`config.mk`:
```
export PLATFORM = sky130hd
export DESIGN_NAME = fade_pan_gain_stage
export DESIGN_NICKNAME = d
export VERILOG_FILES = /design/src/rtl/core/fpg_pkg.sv /design/src/rtl/core/fpg_lane.sv /design/src/rtl/core/fade_pan_gain_stage.sv
export SDC_FILE = /design/constraint.sdc
export NUM_CORES = 2
export LEC_CHECK = 0
export BUFFER_PORTS_ARGS = -buffer_cell sky130_fd_sc_hd__buf_4
export CORE_MARGIN = 1
export CORE_UTILIZATION = 35
export DETAILED_ROUTE_END_ITERATION = 12
export GPL_ROUTABILITY_DRIVEN = 0
export GPL_TIMING_DRIVEN = 0
export MAX_ROUTING_LAYER = met4
export PLACE_DENSITY = 0.55
export SYNTH_ARGS = -nofsm -noshare
export SYNTH_HDL_FRONTEND = slang
export SYNTH_SLANG_ARGS = --single-unit
```
`constraint.sdc`:
```
create_clock -name i_clk -period 9.2 [get_ports i_clk]
set_input_delay 0.46 -clock i_clk [delete_from_list [all_inputs] [get_ports i_clk]]
set_output_delay 0.46 -clock i_clk [all_outputs]
set_load 0.01 [all_outputs]
```
`src/rtl/core/fpg_pkg.sv`:
```
// Shared constants, mode codes and the lane control struct for the fade and pan gain stage.
// Used by fpg_lane and fade_pan_gain_stage; depends on nothing else.
`timescale 1ns / 1ps

package fpg_pkg;

    localparam int BLOCK_MAX   = 4096;
    localparam int SAMPLE_BITS = 24;
    localparam int LEN_W       = 13;
    localparam int IDX_W       = $clog2(BLOCK_MAX);
    localparam int CFG_W       = 16;
    localparam int CFG_IDX_W   = 3;
    localparam int GAIN_W      = 31;
    localparam int STEP_W      = GAIN_W + 2;
    localparam int RAMP_W      = 45;
    localparam int ACC_W       = 64;
    localparam int FRAC_SHIFT  = 27;
    localparam int DIV_STEPS   = GAIN_W;
    localparam int MUL_STEPS   = SAMPLE_BITS;
    localparam int CNT_W       = $clog2(DIV_STEPS);

    localparam logic [CFG_W-1:0]       UNITY_PAN  = 16'd32768;
    localparam logic [LEN_W-1:0]       LEN_MAX    = LEN_W'(BLOCK_MAX);
    localparam logic [LEN_W-1:0]       LEN_MIN    = LEN_W'(1);
    localparam logic [ACC_W-1:0]       ROUND_HALF = ACC_W'(1) << (FRAC_SHIFT - 1);
    localparam logic [SAMPLE_BITS-1:0] SAT_MAX    = {1'b0, {(SAMPLE_BITS - 1){1'b1}}};
    localparam logic [SAMPLE_BITS-1:0] SAT_MIN    = {1'b1, {(SAMPLE_BITS - 1){1'b0}}};

    localparam logic [CFG_IDX_W-1:0] CFG_MASTER    = 3'd0;
    localparam logic [CFG_IDX_W-1:0] CFG_PAN_LEFT  = 3'd1;
    localparam logic [CFG_IDX_W-1:0] CFG_PAN_RIGHT = 3'd2;
    localparam logic [CFG_IDX_W-1:0] CFG_IN_CH     = 3'd3;
    localparam logic [CFG_IDX_W-1:0] CFG_OUT_CH    = 3'd4;
    localparam logic [CFG_IDX_W-1:0] CFG_EN_CH     = 3'd5;
    localparam logic [CFG_IDX_W-1:0] CFG_BLOCK_LEN = 3'd6;

    localparam logic [1:0] CH_MONO   = 2'd1;
    localparam logic [1:0] CH_STEREO = 2'd2;
    localparam logic [1:0] EN_RIGHT  = 2'd1;
    localparam logic [1:0] EN_STEREO = 2'd2;

    typedef enum logic [1:0] {
        MODE_INACTIVE = 2'd0,
        MODE_ACTIVE   = 2'd1,
        MODE_FADE_IN  = 2'd2,
        MODE_FADE_OUT = 2'd3
    } t_mode;

    typedef struct packed {
        logic prod;
        logic div_step;
        logic ramp_load;
        logic mul_load;
        logic mul_step;
        logic mul_last;
        logic advance;
    } t_lane_ctl;

endpackage

```
`src/rtl/core/fpg_lane.sv`:
```
// One gain channel: block gain product, serial ramp step divider, ramp accumulator
// and a bit-serial sample multiplier with rounding and saturation. Depends on fpg_pkg.
`timescale 1ns / 1ps

module fpg_lane (
    input  logic                            i_clk,
    input  fpg_pkg::t_lane_ctl              i_ctl,
    input  fpg_pkg::t_mode                  i_mode,
    input  logic [fpg_pkg::CFG_W-1:0]       i_master,
    input  logic [fpg_pkg::CFG_W-1:0]       i_pan,
    input  logic [fpg_pkg::LEN_W-1:0]       i_len,
    input  logic [fpg_pkg::SAMPLE_BITS-1:0] i_sample,
    output logic [fpg_pkg::SAMPLE_BITS-1:0] o_result
);
    import fpg_pkg::*;

    logic [GAIN_W-1:0]      r_full;
    logic [GAIN_W-1:0]      r_dvd;
    logic [GAIN_W-1:0]      r_quo;
    logic [LEN_W-1:0]       r_rem;
    logic [STEP_W-1:0]      r_step;
    logic [RAMP_W-1:0]      r_gain;
    logic [ACC_W-1:0]       r_acc;
    logic [ACC_W-1:0]       r_mcand;
    logic [SAMPLE_BITS-1:0] r_smp;

    logic [2*CFG_W-1:0]     prod;
    logic [GAIN_W-1:0]      gain_full;
    logic [LEN_W:0]         rem_sh;
    logic [LEN_W:0]         rem_diff;
    logic                   q_bit;
    logic [STEP_W-1:0]      step_mag;
    logic [ACC_W-1:0]       addend;
    logic [ACC_W-FRAC_SHIFT-SAMPLE_BITS:0] upper;
    logic                   ovf;

    assign prod      = (2*CFG_W)'(i_master) * (2*CFG_W)'(i_pan);
    assign gain_full = (i_mode == MODE_INACTIVE) ? '0 : prod[GAIN_W-1:0];
    assign rem_sh    = {r_rem, r_dvd[GAIN_W-1]};
    assign rem_diff  = rem_sh - {1'b0, i_len};
    assign q_bit     = (rem_sh >= {1'b0, i_len});
    assign step_mag  = {{(STEP_W - GAIN_W){1'b0}}, r_quo};

    always_comb begin
        if (!r_smp[0]) begin
            addend = '0;
        end else if (i_ctl.mul_last) begin
            addend = '0 - r_mcand;
        end else begin
            addend = r_mcand;
        end
    end

    // The result fits when every bit above its sign bit matches it.
    assign upper    = r_acc[ACC_W-1:FRAC_SHIFT+SAMPLE_BITS-1];
    assign ovf      = (|upper) && !(&upper);
    assign o_result = ovf ? (r_acc[ACC_W-1] ? SAT_MIN : SAT_MAX)
                          : r_acc[FRAC_SHIFT+SAMPLE_BITS-1:FRAC_SHIFT];

    always_ff @(posedge i_clk) begin
        if (i_ctl.prod) begin
            r_full <= gain_full;
            r_dvd  <= gain_full;
            r_rem  <= '0;
            r_quo  <= '0;
        end else if (i_ctl.div_step) begin
            r_dvd <= {r_dvd[GAIN_W-2:0], 1'b0};
            r_rem <= q_bit ? rem_diff[LEN_W-1:0] : rem_sh[LEN_W-1:0];
            r_quo <= {r_quo[GAIN_W-2:0], q_bit};
        end
    end

    always_ff @(posedge i_clk) begin
        if (i_ctl.ramp_load) begin
            unique case (i_mode)
                MODE_FADE_IN: begin
                    r_gain <= '0;
                    r_step <= step_mag;
                end
                MODE_FADE_OUT: begin
                    r_gain <= RAMP_W'(r_full);
                    r_step <= '0 - step_mag;
                end
                default: begin
                    r_gain <= RAMP_W'(r_full);
                    r_step <= '0;
                end
            endcase
        end else if (i_ctl.advance) begin
            r_gain <= r_gain + {{(RAMP_W - STEP_W){r_step[STEP_W-1]}}, r_step};
        end
    end

    always_ff @(posedge i_clk) begin
        if (i_ctl.mul_load) begin
            r_acc   <= ROUND_HALF;
            r_mcand <= {{(ACC_W - RAMP_W){r_gain[RAMP_W-1]}}, r_gain};
            r_smp   <= i_sample;
        end else if (i_ctl.mul_step) begin
            r_acc   <= r_acc + addend;
            r_mcand <= {r_mcand[ACC_W-2:0], 1'b0};
            r_smp   <= {1'b0, r_smp[SAMPLE_BITS-1:1]};
        end
    end

endmodule

```
`src/rtl/core/fade_pan_gain_stage.sv`:
```
// Top level of the fade and pan gain stage: configuration registers, sequencer,
// routing and output register. Depends on fpg_pkg and fpg_lane.
//
//   channel  handshake                   payload
//   cfg      i_cfg_we                    i_cfg_idx, i_cfg_data
//   in       i_in_valid / o_in_ready     i_func, i_sample_left, i_sample_right,
//                                        i_active_request
//   out      o_out_valid / i_out_ready   o_out_left, o_out_right, o_block_end
//
// A set-active item is taken in the idle state. A frame passes the prepare state, the
// 24-step bit-serial multiplier and the output state; the first frame of a block first
// passes the gain product, the 31-step ramp step divider and the ramp load state.
// Reset is synchronous and active low; no clearing pass is needed.
// A finished result waits in the output register while the next item is accepted;
// the following frame stalls in its last cycle until that register is free.
`timescale 1ns / 1ps

module fade_pan_gain_stage (
    input  logic                                   i_clk,
    input  logic                                   i_rst_n,
    input  logic                                   i_cfg_we,
    input  logic [fpg_pkg::CFG_IDX_W-1:0]          i_cfg_idx,
    input  logic [fpg_pkg::CFG_W-1:0]              i_cfg_data,
    input  logic                                   i_in_valid,
    output logic                                   o_in_ready,
    input  logic                                   i_func,
    input  logic signed [fpg_pkg::SAMPLE_BITS-1:0] i_sample_left,
    input  logic signed [fpg_pkg::SAMPLE_BITS-1:0] i_sample_right,
    input  logic                                   i_active_request,
    output logic                                   o_out_valid,
    input  logic                                   i_out_ready,
    output logic signed [fpg_pkg::SAMPLE_BITS-1:0] o_out_left,
    output logic signed [fpg_pkg::SAMPLE_BITS-1:0] o_out_right,
    output logic                                   o_block_end
);
    import fpg_pkg::*;

    typedef enum logic [6:0] {
        ST_IDLE = 7'b0000001,
        ST_GAIN = 7'b0000010,
        ST_DIV  = 7'b0000100,
        ST_RAMP = 7'b0001000,
        ST_PREP = 7'b0010000,
        ST_MUL  = 7'b0100000,
        ST_OUT  = 7'b1000000
    } t_state;

    logic [CFG_W-1:0]       r_master;
    logic [CFG_W-1:0]       r_pan_l;
    logic [CFG_W-1:0]       r_pan_r;
    logic [1:0]             r_in_ch;
    logic [1:0]             r_out_ch;
    logic [1:0]             r_en_ch;
    logic [LEN_W-1:0]       r_block_len;

    t_state                 r_state;
    t_state                 n_state;
    logic [CNT_W-1:0]       r_cnt;
    logic [CNT_W-1:0]       n_cnt;
    logic                   r_is_active;
    t_mode                  r_pending;
    t_mode                  r_block_mode;
    logic [IDX_W-1:0]       r_fi;
    logic [SAMPLE_BITS-1:0] r_smp_l;
    logic [SAMPLE_BITS-1:0] r_smp_r;
    logic                   r_out_valid;
    logic [SAMPLE_BITS-1:0] r_out_l;
    logic [SAMPLE_BITS-1:0] r_out_r;
    logic                   r_blk_end;

    logic                   in_accept;
    logic                   out_free;
    logic                   pan_req;
    logic                   src_right;
    logic [LEN_W-1:0]       eff_len;
    logic [LEN_W-1:0]       fi_next;
    logic                   blk_end;
    logic [CFG_W-1:0]       pg_l;
    logic [CFG_W-1:0]       pg_r;
    logic [SAMPLE_BITS-1:0] src_smp;
    logic [SAMPLE_BITS-1:0] smp0;
    logic [SAMPLE_BITS-1:0] smp1;
    logic [SAMPLE_BITS-1:0] res0;
    logic [SAMPLE_BITS-1:0] res1;
    t_lane_ctl              lane_ctl;

    assign o_in_ready = (r_state == ST_IDLE);
    assign in_accept  = i_in_valid && o_in_ready;
    assign out_free   = !r_out_valid || i_out_ready;

    assign pan_req   = (r_out_ch == CH_STEREO) && ((r_in_ch == CH_MONO) || (r_en_ch < EN_STEREO));
    assign src_right = (r_in_ch != CH_MONO) && (r_en_ch == EN_RIGHT);
    assign pg_l      = !pan_req ? UNITY_PAN : ((r_pan_l > UNITY_PAN) ? UNITY_PAN : r_pan_l);
    assign pg_r      = !pan_req ? UNITY_PAN : ((r_pan_r > UNITY_PAN) ? UNITY_PAN : r_pan_r);
    assign src_smp   = src_right ? r_smp_r : r_smp_l;
    assign smp0      = pan_req ? src_smp : r_smp_l;
    assign smp1      = pan_req ? src_smp : r_smp_r;

    always_comb begin
        if (r_block_len == '0) begin
            eff_len = LEN_MIN;
        end else if (r_block_len > LEN_MAX) begin
            eff_len = LEN_MAX;
        end else begin
            eff_len = r_block_len;
        end
    end

    assign fi_next = LEN_W'(r_fi) + LEN_MIN;
    assign blk_end = (fi_next >= eff_len);

    assign lane_ctl.prod      = (r_state == ST_GAIN);
    assign lane_ctl.div_step  = (r_state == ST_DIV);
    assign lane_ctl.ramp_load = (r_state == ST_RAMP);
    assign lane_ctl.mul_load  = (r_state == ST_PREP);
    assign lane_ctl.mul_step  = (r_state == ST_MUL);
    assign lane_ctl.mul_last  = (r_state == ST_MUL) && (r_cnt == CNT_W'(MUL_STEPS - 1));
    assign lane_ctl.advance   = (r_state == ST_OUT) && out_free;

    fpg_lane u_lane_left (
        .i_clk    (i_clk),
        .i_ctl    (lane_ctl),
        .i_mode   (r_block_mode),
        .i_master (r_master),
        .i_pan    (pg_l),
        .i_len    (eff_len),
        .i_sample (smp0),
        .o_result (res0)
    );

    fpg_lane u_lane_right (
        .i_clk    (i_clk),
        .i_ctl    (lane_ctl),
        .i_mode   (r_block_mode),
        .i_master (r_master),
        .i_pan    (pg_r),
        .i_len    (eff_len),
        .i_sample (smp1),
        .o_result (res1)
    );

    always_ff @(posedge i_clk) begin
        if (!i_rst_n) begin
            r_master    <= 16'd4096;
            r_pan_l     <= 16'd23170;
            r_pan_r     <= 16'd23170;
            r_in_ch     <= CH_STEREO;
            r_out_ch    <= CH_STEREO;
            r_en_ch     <= EN_STEREO;
            r_block_len <= 13'd512;
        end else if (i_cfg_we) begin
            unique case (i_cfg_idx)
                CFG_MASTER:    r_master    <= i_cfg_data;
                CFG_PAN_LEFT:  r_pan_l     <= i_cfg_data;
                CFG_PAN_RIGHT: r_pan_r     <= i_cfg_data;
                CFG_IN_CH:     r_in_ch     <= i_cfg_data[1:0];
                CFG_OUT_CH:    r_out_ch    <= i_cfg_data[1:0];
                CFG_EN_CH:     r_en_ch     <= i_cfg_data[1:0];
                CFG_BLOCK_LEN: r_block_len <= i_cfg_data[LEN_W-1:0];
                default: begin
                end
            endcase
        end
    end

    always_comb begin
        n_state = r_state;
        n_cnt   = r_cnt;
        unique case (r_state)
            ST_IDLE: begin
                if (in_accept && !i_func) begin
                    n_state = (r_fi == '0) ? ST_GAIN : ST_PREP;
                end
            end
            ST_GAIN: begin
                n_state = ST_DIV;
                n_cnt   = '0;
            end
            ST_DIV: begin
                if (r_cnt == CNT_W'(DIV_STEPS - 1)) begin
                    n_state = ST_RAMP;
                end else begin
                    n_cnt = r_cnt + CNT_W'(1);
                end
            end
            ST_RAMP: begin
                n_state = ST_PREP;
            end
            ST_PREP: begin
                n_state = ST_MUL;
                n_cnt   = '0;
            end
            ST_MUL: begin
                if (r_cnt == CNT_W'(MUL_STEPS - 1)) begin
                    n_state = ST_OUT;
                end else begin
                    n_cnt = r_cnt + CNT_W'(1);
                end
            end
            ST_OUT: begin
                if (out_free) begin
                    n_state = ST_IDLE;
                end
            end
            default: begin
                n_state = ST_IDLE;
            end
        endcase
    end

    always_ff @(posedge i_clk) begin
        if (!i_rst_n) begin
            r_state      <= ST_IDLE;
            r_cnt        <= '0;
            r_is_active  <= 1'b0;
            r_pending    <= MODE_INACTIVE;
            r_block_mode <= MODE_INACTIVE;
            r_fi         <= '0;
            r_out_valid  <= 1'b0;
        end else begin
            r_state <= n_state;
            r_cnt   <= n_cnt;
            if (in_accept && i_func) begin
                if (i_active_request != r_is_active) begin
                    r_pending   <= i_active_request ? MODE_FADE_IN : MODE_FADE_OUT;
                    r_is_active <= i_active_request;
                end
            end else if (in_accept && (r_fi == '0)) begin
                r_block_mode <= r_pending;
                if (r_pending == MODE_FADE_IN) begin
                    r_pending <= MODE_ACTIVE;
                end else if (r_pending == MODE_FADE_OUT) begin
                    r_pending <= MODE_INACTIVE;
                end
            end
            if (lane_ctl.advance) begin
                r_fi <= blk_end ? '0 : fi_next[IDX_W-1:0];
            end
            if (lane_ctl.advance) begin
                r_out_valid <= 1'b1;
            end else if (i_out_ready) begin
                r_out_valid <= 1'b0;
            end
        end
    end

    always_ff @(posedge i_clk) begin
        if (in_accept) begin
            r_smp_l <= i_sample_left;
            r_smp_r <= i_sample_right;
        end
        if (lane_ctl.advance) begin
            r_out_l   <= res0;
            r_out_r   <= (r_out_ch == CH_STEREO) ? res1 : '0;
            r_blk_end <= blk_end;
        end
    end

    assign o_out_valid = r_out_valid;
    assign o_out_left  = r_out_l;
    assign o_out_right = r_out_r;
    assign o_block_end = r_blk_end;

endmodule

```
After elaboration in Yosys (flattened, before gate mapping)
Index checks and enable logic that the tools add are counted.
{"block": "op_classes", "n_addsub": 12, "multipliers": 2, "n_lt_le_gt_ge": 7, "eq_ne": 31, "n_mux": 59, "bitwise": 1, "reduce_logical": 44}
{"op": "two-way mux 64 bit", "count": 8}
{"op": "two-way mux 24 bit", "count": 11}
{"op": "two-way mux 31 bit", "count": 8}
{"op": "two-way mux 45 bit", "count": 4}
{"op": "one-hot mux 33 bit (2 select lines)", "count": 2}
{"op": "adder 64 bit", "count": 2}
{"op": "subtractor 1 x 64 -> 64 bit (first input constant)", "count": 2}
{"op": "adder 45 bit", "count": 2}
{"op": "two-way mux 16 bit", "count": 4}
{"op": "subtractor 1 x 31 -> 32 bit (first input constant)", "count": 2}
{"op": "multiplier 16 x 16 -> 31 bit", "count": 2}
{"op": "two-way mux 13 bit", "count": 4}
{"op": "one-hot mux 7 bit (7 select lines)", "count": 1}
{"op": "> comparator 16 bit (second input constant)", "count": 2}
{"op": ">= comparator 14 x 13 -> 1 bit", "count": 2}
{"op": "two-way mux 7 bit", "count": 4}
{"op": "AND reduction 14 bit", "count": 2}
{"op": "OR reduction 14 bit", "count": 2}
{"op": "subtractor 13 bit", "count": 2}
{"op": "AND reduction 2 bit", "count": 9}
{"op": "two-way mux 5 bit", "count": 3}
{"op": "one-hot mux 5 bit (3 select lines)", "count": 1}
{"op": "adder 12 x 1 -> 13 bit (second input constant)", "count": 1}
{"op": ">= comparator 13 bit", "count": 1}
{"op": "35 further kinds", "count": 75}
{"block": "totals", "reg_bits": 866, "inputBits": 74, "output_inout_bits": 51, "word_cells": 193}

Longest topological paths before layout
{"block": "depth", "depth_word": 7, "ltp_mapped": 32, "ltp_nobuf": 29}

By module
From an unflattened synthesis, not the netlist that was laid out.
{"block": "unflattened", "cells_unflattened": 7329, "area_unflattened_um2": 68673.4}
{"module": "fpg_lane (u_lane_right)", "n_inst": 1, "cells_each": 3289, "area_each_um2": 30417.9, "seq_area_each_um2": 8978.6}
{"module": "fpg_lane (u_lane_left)", "n_inst": 1, "cells_each": 3229, "area_each_um2": 29858.6, "seq_area_each_um2": 8978.6}
{"module": "fade_pan_gain_stage", "n_inst": 1, "cells_each": 811, "area_each_um2": 8396.8, "seq_area_each_um2": 4854.7}

Worst setup path before layout
No wires, ideal clock.
{"block": "synth_timing", "path_kind": "reg-to-reg", "startpoint": "register r_pan_r[3]", "endpoint": "register u_lane_right.r_dvd[26], data pin", "setup_ns": 0.260, "arrival_time_ns": 7.115, "required_ns": 8.940, "path_slack_ns": 1.825, "stages_incl_launch_ff": 27, "path_buffers": 2, "period_less_slack_ns": 7.375, "path_cell_list": "dfxtp_1 > nor4_1 > nand4_1 > a21oi_1 > buf_1 > and2_1 > clkbuf_1 > nand2_1 > fa_1 > fa_1 > inv_1 > ha_1 > fa_1 > fa_1 > inv_1 > fa_1 > inv_1 > ha_1 > a211o_1 > a211oi_1 > o311ai_1 > a31oi_1 > a31oi_1 > o41ai_1 > or2_2 > a21oi_1 > mux2_2"}
{"block": "synth_between", "elab_chain_cells": 6}
{"item": "from (decl)", "line": "fade_pan_gain_stage.sv:50", "rtl": "logic [CFG_W-1:0] r_pan_r;"}
{"item": "from (signal assigned)", "line": "fade_pan_gain_stage.sv:155", "rtl": "CFG_PAN_RIGHT: r_pan_r <= i_cfg_data;"}
{"item": "> comparator 16 bit", "line": "fade_pan_gain_stage.sv:94", "rtl": "assign pg_r = !pan_req ? UNITY_PAN : ((r_pan_r > UNITY_PAN) ? UNITY_PAN : r_pan_r);"}
{"item": "two-way mux 16 bit * (2 in series)", "line": "fade_pan_gain_stage.sv:94"}
{"item": "multiplier 16 x 16 -> 31 bit *", "line": "fpg_lane.sv:37", "rtl": "assign prod = (2*CFG_W)'(i_master) * (2*CFG_W)'(i_pan);"}
{"item": "two-way mux 31 bit *", "line": "fpg_lane.sv:38", "rtl": "assign gain_full = (i_mode == MODE_INACTIVE) ? '0 : prod[GAIN_W-1:0];"}
{"item": "via u_lane_right.gain_full[26]", "line": "fpg_lane.sv:28", "rtl": "logic [GAIN_W-1:0] gain_full;"}
{"item": "two-way mux 31 bit *", "line": "fpg_lane.sv:61", "rtl": "if (i_ctl.prod) begin"}
{"item": "to (signal assigned)", "line": "fpg_lane.sv:63", "rtl": "r_dvd <= gain_full;"}
{"item": "to (signal assigned)", "line": "fpg_lane.sv:67", "rtl": "r_dvd <= {r_dvd[GAIN_W-2:0], 1'b0};"}
{"item": "to (decl)", "line": "fpg_lane.sv:18", "rtl": "logic [GAIN_W-1:0] r_dvd;"}
The timed path passes the listed nets; every way through them passes the cells marked *.
A chain may end at the register's enable or synchronous reset.

Worst setup path in the final report
{"block": "layout_timing", "startpoint": "register r_out_ch[1]", "endpoint": "register u_lane_left.r_full[28], data pin"}
{"block": "layout_between", "elab_chain_cells": 5}
{"item": "from (decl)", "line": "fade_pan_gain_stage.sv:52", "rtl": "logic [1:0] r_out_ch;"}
{"item": "from (signal assigned)", "line": "fade_pan_gain_stage.sv:157", "rtl": "CFG_OUT_CH: r_out_ch <= i_cfg_data[1:0];"}
{"item": "equality test 2 bit", "line": "fade_pan_gain_stage.sv:91", "rtl": "assign pan_req = (r_out_ch == CH_STEREO) && ((r_in_ch == CH_MONO) || (r_en_ch < EN_STEREO));"}
{"item": "logical AND 1 bit", "line": "fade_pan_gain_stage.sv:91"}
{"item": "two-way mux 16 bit", "line": "fade_pan_gain_stage.sv:93", "rtl": "assign pg_l = !pan_req ? UNITY_PAN : ((r_pan_l > UNITY_PAN) ? UNITY_PAN : r_pan_l);"}
{"item": "multiplier 16 x 16 -> 31 bit", "line": "fpg_lane.sv:37"}
{"item": "two-way mux 31 bit", "line": "fpg_lane.sv:38"}
{"item": "via u_lane_left.gain_full[28]", "line": "fpg_lane.sv:28"}
{"item": "to (signal assigned)", "line": "fpg_lane.sv:62", "rtl": "r_full <= gain_full;"}
{"item": "to (decl)", "line": "fpg_lane.sv:17", "rtl": "logic [GAIN_W-1:0] r_full;"}
The timed path passes the listed nets, and every way through them passes these cells.

==> metrics.md <==
| Metric | Value |
|---|---|
| Outcome | complete, no violations |
| Die area | 194000 um2 |
| Clock slew at reported path FFs | 60 ps |
| Syn Inst Count | 7426 |
| Most numerous cell in the Yosys netlist | nand2_1 |
| Detailed Routing Iterations Pass 1 | 6 |
| Post-synthesis register bit count | 864 |
| Power per Cell Area | 173 nW/um2 |
| Kind of critical path | reg -> reg |
| GR peak layer | met2 |
| Reg2Reg Depth | 27 |
| Fillers | 19000 |
| Number of flops mapped to enable cells by yosys | 551 |
| Vias in the first global route | 53600 |
| Clk root buf | clkbuf_16 |
| I/O Buffers | 123 |
| CP arrival | 9340 ps |
| Final Cycle Share | 97.2% |
| Worst relative slew slack | 5.83% |
| Detailed Place HPWL | 164000 um |
| WL per Instance | 20.2 um |
| Max Buffers Root-to-Sink | 3 |
| Area of placed instances | 71700 um2 |
| Crit path capture | u_lane_left.r_full[28] |
| Overall routing resource usage | 21.7% |
| Fraction of registers with async set/reset | 0% |
| Chip Width | 441 um |
| Hold Path Class | in -> reg |
| Vias/cell | 5.27 |
| Grt met3 use | 2.69% |
| Met2 GRT Util | 35.0% |
| Critical path origin | r_out_ch[1] |
| Iter 0 DRT Violations | 3671 |
| IO Pins | 125 |
| M1 GR Usage | 27.3% |
| Worst R2R Start | r_out_ch[1] |
| Top post-synthesis cells by area | edfxtp_1 (25%), fa_1 (12%), dfxtp_1 (9.3%), ha_1 (8.6%), nand2_1 (7.1%) |
| Critical Path Sink Type | flop |
| Fmax | 112 MHz |
| Post-Syn Area | 67400 um2 |
| Worst hold path startpoint | i_cfg_data[13] |
| Reg2reg end | u_lane_left.r_full[28] |
| Area grow syn2layout | 12.5% |
| Netlist cell types | 88 |
| First-pass GRT wire length | 317000 um |
| Syn avg cell area | 9.08 um2 |
| Pin count of the biggest net entering global routing | 96 |
| Via count | 54400 |
| Post-Syn Nets | 8353 |
| Final Slew Violations | 0 |
| Top-area cell type share of the netlist area | 24.5% |
| Unrepaired setup endpoints after global routing | false |
| CTS sink cnt | 864 |
| Initial antenna violation count | 6 |
| Sequential share of the synthesized area | 33.8% |
| Clk_lat worst skew | 720 ps |
| DRT antenna net count | 0 |
| Die height | 441 um |
| Ratio of cells with drive above 1 in the final layout | 4.95% |
| Max Cap Viol | 0 |
| Leakage | 32.9 nW |
| Rows | 160 |
| Core Region | 191000 um2 |
| Design Area, Final | 75900 um2 |
| Synthesis Warnings | 0 |
| CTS tree | yes |
| Skew final | 34.9 ps |
| Final setup violation count | 0 |
| Final Routed Wirelength | 208000 um |
| Grt ovf | 0 |
| CP Max Fanout | 8 |
| Top cells by count, synth | nand2_1 (1277), inv_1 (561), edfxtp_1 (551) |
| Worst Setup Start Kind | flop |
| Starting density of the core | 35.3% |
| Area leader, netlist | edfxtp_1 |
| Worst Tran Pin Value | 1410 ps |
| CTS Buf Count | 102 |
| Pre-CTS worst setup slack | -434 ps |
| Final worst path period need | 8940 ps |
| WP data required | 9590 ps |
| R2R Setup Slk | 260 ps |
| # DRC | 0 |
| Max VDD drop | 0.140 mV |
| Hold Vio Cnt, Final | 0 |
| Main synth FF type | edfxtp_1 |
| PnR worst setup slack | 257 ps |
| Final #Nets | 8635 |
| Htree depth | 3 |
## flip-flops by register name (all words and copies together) (netlist names), 32 cells and up
name                  flops
u_lane_left.r_step       32
u_lane_left.r_gain       45
u_lane_right.r_step      32
u_lane_right.r_acc       64
u_lane_right.r_gain      45
u_lane_left.r_acc        64
u_lane_left.r_mcand      64
u_lane_right.r_mcand     64
## per-stage QoR
| step | TNS [ps] | power (mW) | std cells | utilization (%) | hold WS, ps |
|---|---|---|---|---|---|
| CTS | 0 | 13.2 | 10300 | 39.7 | 7.89 |
| global route | 0 | 13.8 | 10300 | 39.8 | 29.1 |
| global placement | -190400 | 8.74 | 10100 | 37.5 | 442 |
| floorplan | 0 | 7.81 | 7426 | - | 432 |
| finish | 0 | 13.1 | 10300 | 39.8 | 66.7 |
| detailed placement | -2640 | 8.80 | 10100 | 37.6 | 449 |
## what timing repair did
action,CTS,global route
setup endpoints to repair,20,22
buffers inserted,0,0
pin swaps,0,1
gates resized for setup,9,16
hold buffers,49,0
hold endpoints to repair,50,0
## worst max-delay path, cell delays in order (launching register included)
cell and delay (ps):
dfxtp_1 360, nor2b_2 370, nand2_2 230, nor2_1 530, and2_1 210, clkbuf_1 360
nand2_1 140, fa_1 560, fa_1 560, inv_1 70, fa_1 530, fa_1 540
fa_1 550, inv_1 50, fa_1 730, inv_1 80, ha_1 380, and3_1 210
a31oi_1 160, o21ai_0 110, a31oi_1 430, nor4_1 130, nor2_1 130, a21oi_1 120
a21o_1 200, a21oi_1 170, xor2_1 570, nor2_1 160
## per-layer routing
metal | wire, um | up-vias
li1 | - | 26200
met1 | 90100 | 26200
met2 | 97600 | 1576
met3 | 11000 | 407
met4 | 9360 | 0
met5 | 0 | -
## logic make-up (layout without fill, tap and decap cells)
group,count (synthesis),count (layout),synth area share (%)
multiplexers,106,106,1.60
AND/OR/NAND/NOR,2612,2612,18.4
flip-flops,864,864,33.8
adder cells (fa/ha/maj),853,853,20.2
AO/OA/AOI/OAI,1581,1581,14.9
other,0,4,0
XOR/XNOR,442,442,5.74
buffers and inverters,968,1339,5.40
## area by class of cell
type / instances / area, um2 / area share (%)
Antenna cell: 4 / 10.0 / 0.0132
Buffer: 403 / 1540 / 2.03
Clock buffer: 132 / 2850 / 3.76
Clock inverter: 61 / 776 / 1.02
Inverter: 563 / 2120 / 2.79
Multi-Input combinational cell: 5594 / 41100 / 54.1
Sequential cell: 864 / 22800 / 30.1
Tap cell: 2511 / 3140 / 4.14
Timing Repair Buffer: 180 / 1580 / 2.08
## worst min path at each step
stage                             endpoint  slack (ps)  depth (start not counted)
floorplan            u_lane_left.r_acc[12]         430                          2
global placement    u_lane_right.r_acc[17]         440                          2
detailed placement   u_lane_left.r_acc[15]         450                          2
CTS                           r_master[13]           8                          3
global route                    r_pan_l[7]          30                          3
finish                         r_pan_l[13]          70                          3
## power breakdown
part | switching [mW] | internal [mW]
sequential | 0.397 | 4.70
combinational | 2.23 | 1.44
clock | 1.72 | 2.62
total | 4.35 | 8.77
## placed cells by master, fill, tap and decap left out, drive strengths merged, types with 173 or more instances in the layout
| cell | Yosys | layout |
|---|---|---|
| inv | 562 | 565 |
| fa | 392 | 392 |
| ha | 461 | 461 |
| xor2 | 173 | 173 |
| nor2 | 281 | 281 |
| dfxtp | 313 | 313 |
| and2 | 243 | 243 |
| o21ai | 444 | 444 |
| clkbuf | 384 | 514 |
| a21oi | 390 | 390 |
| a21o | 211 | 211 |
| xnor2 | 269 | 269 |
| edfxtp | 551 | 551 |
| nand2 | 1278 | 1278 |
| and3 | 251 | 251 |
(Power assumes the default switching activity.)
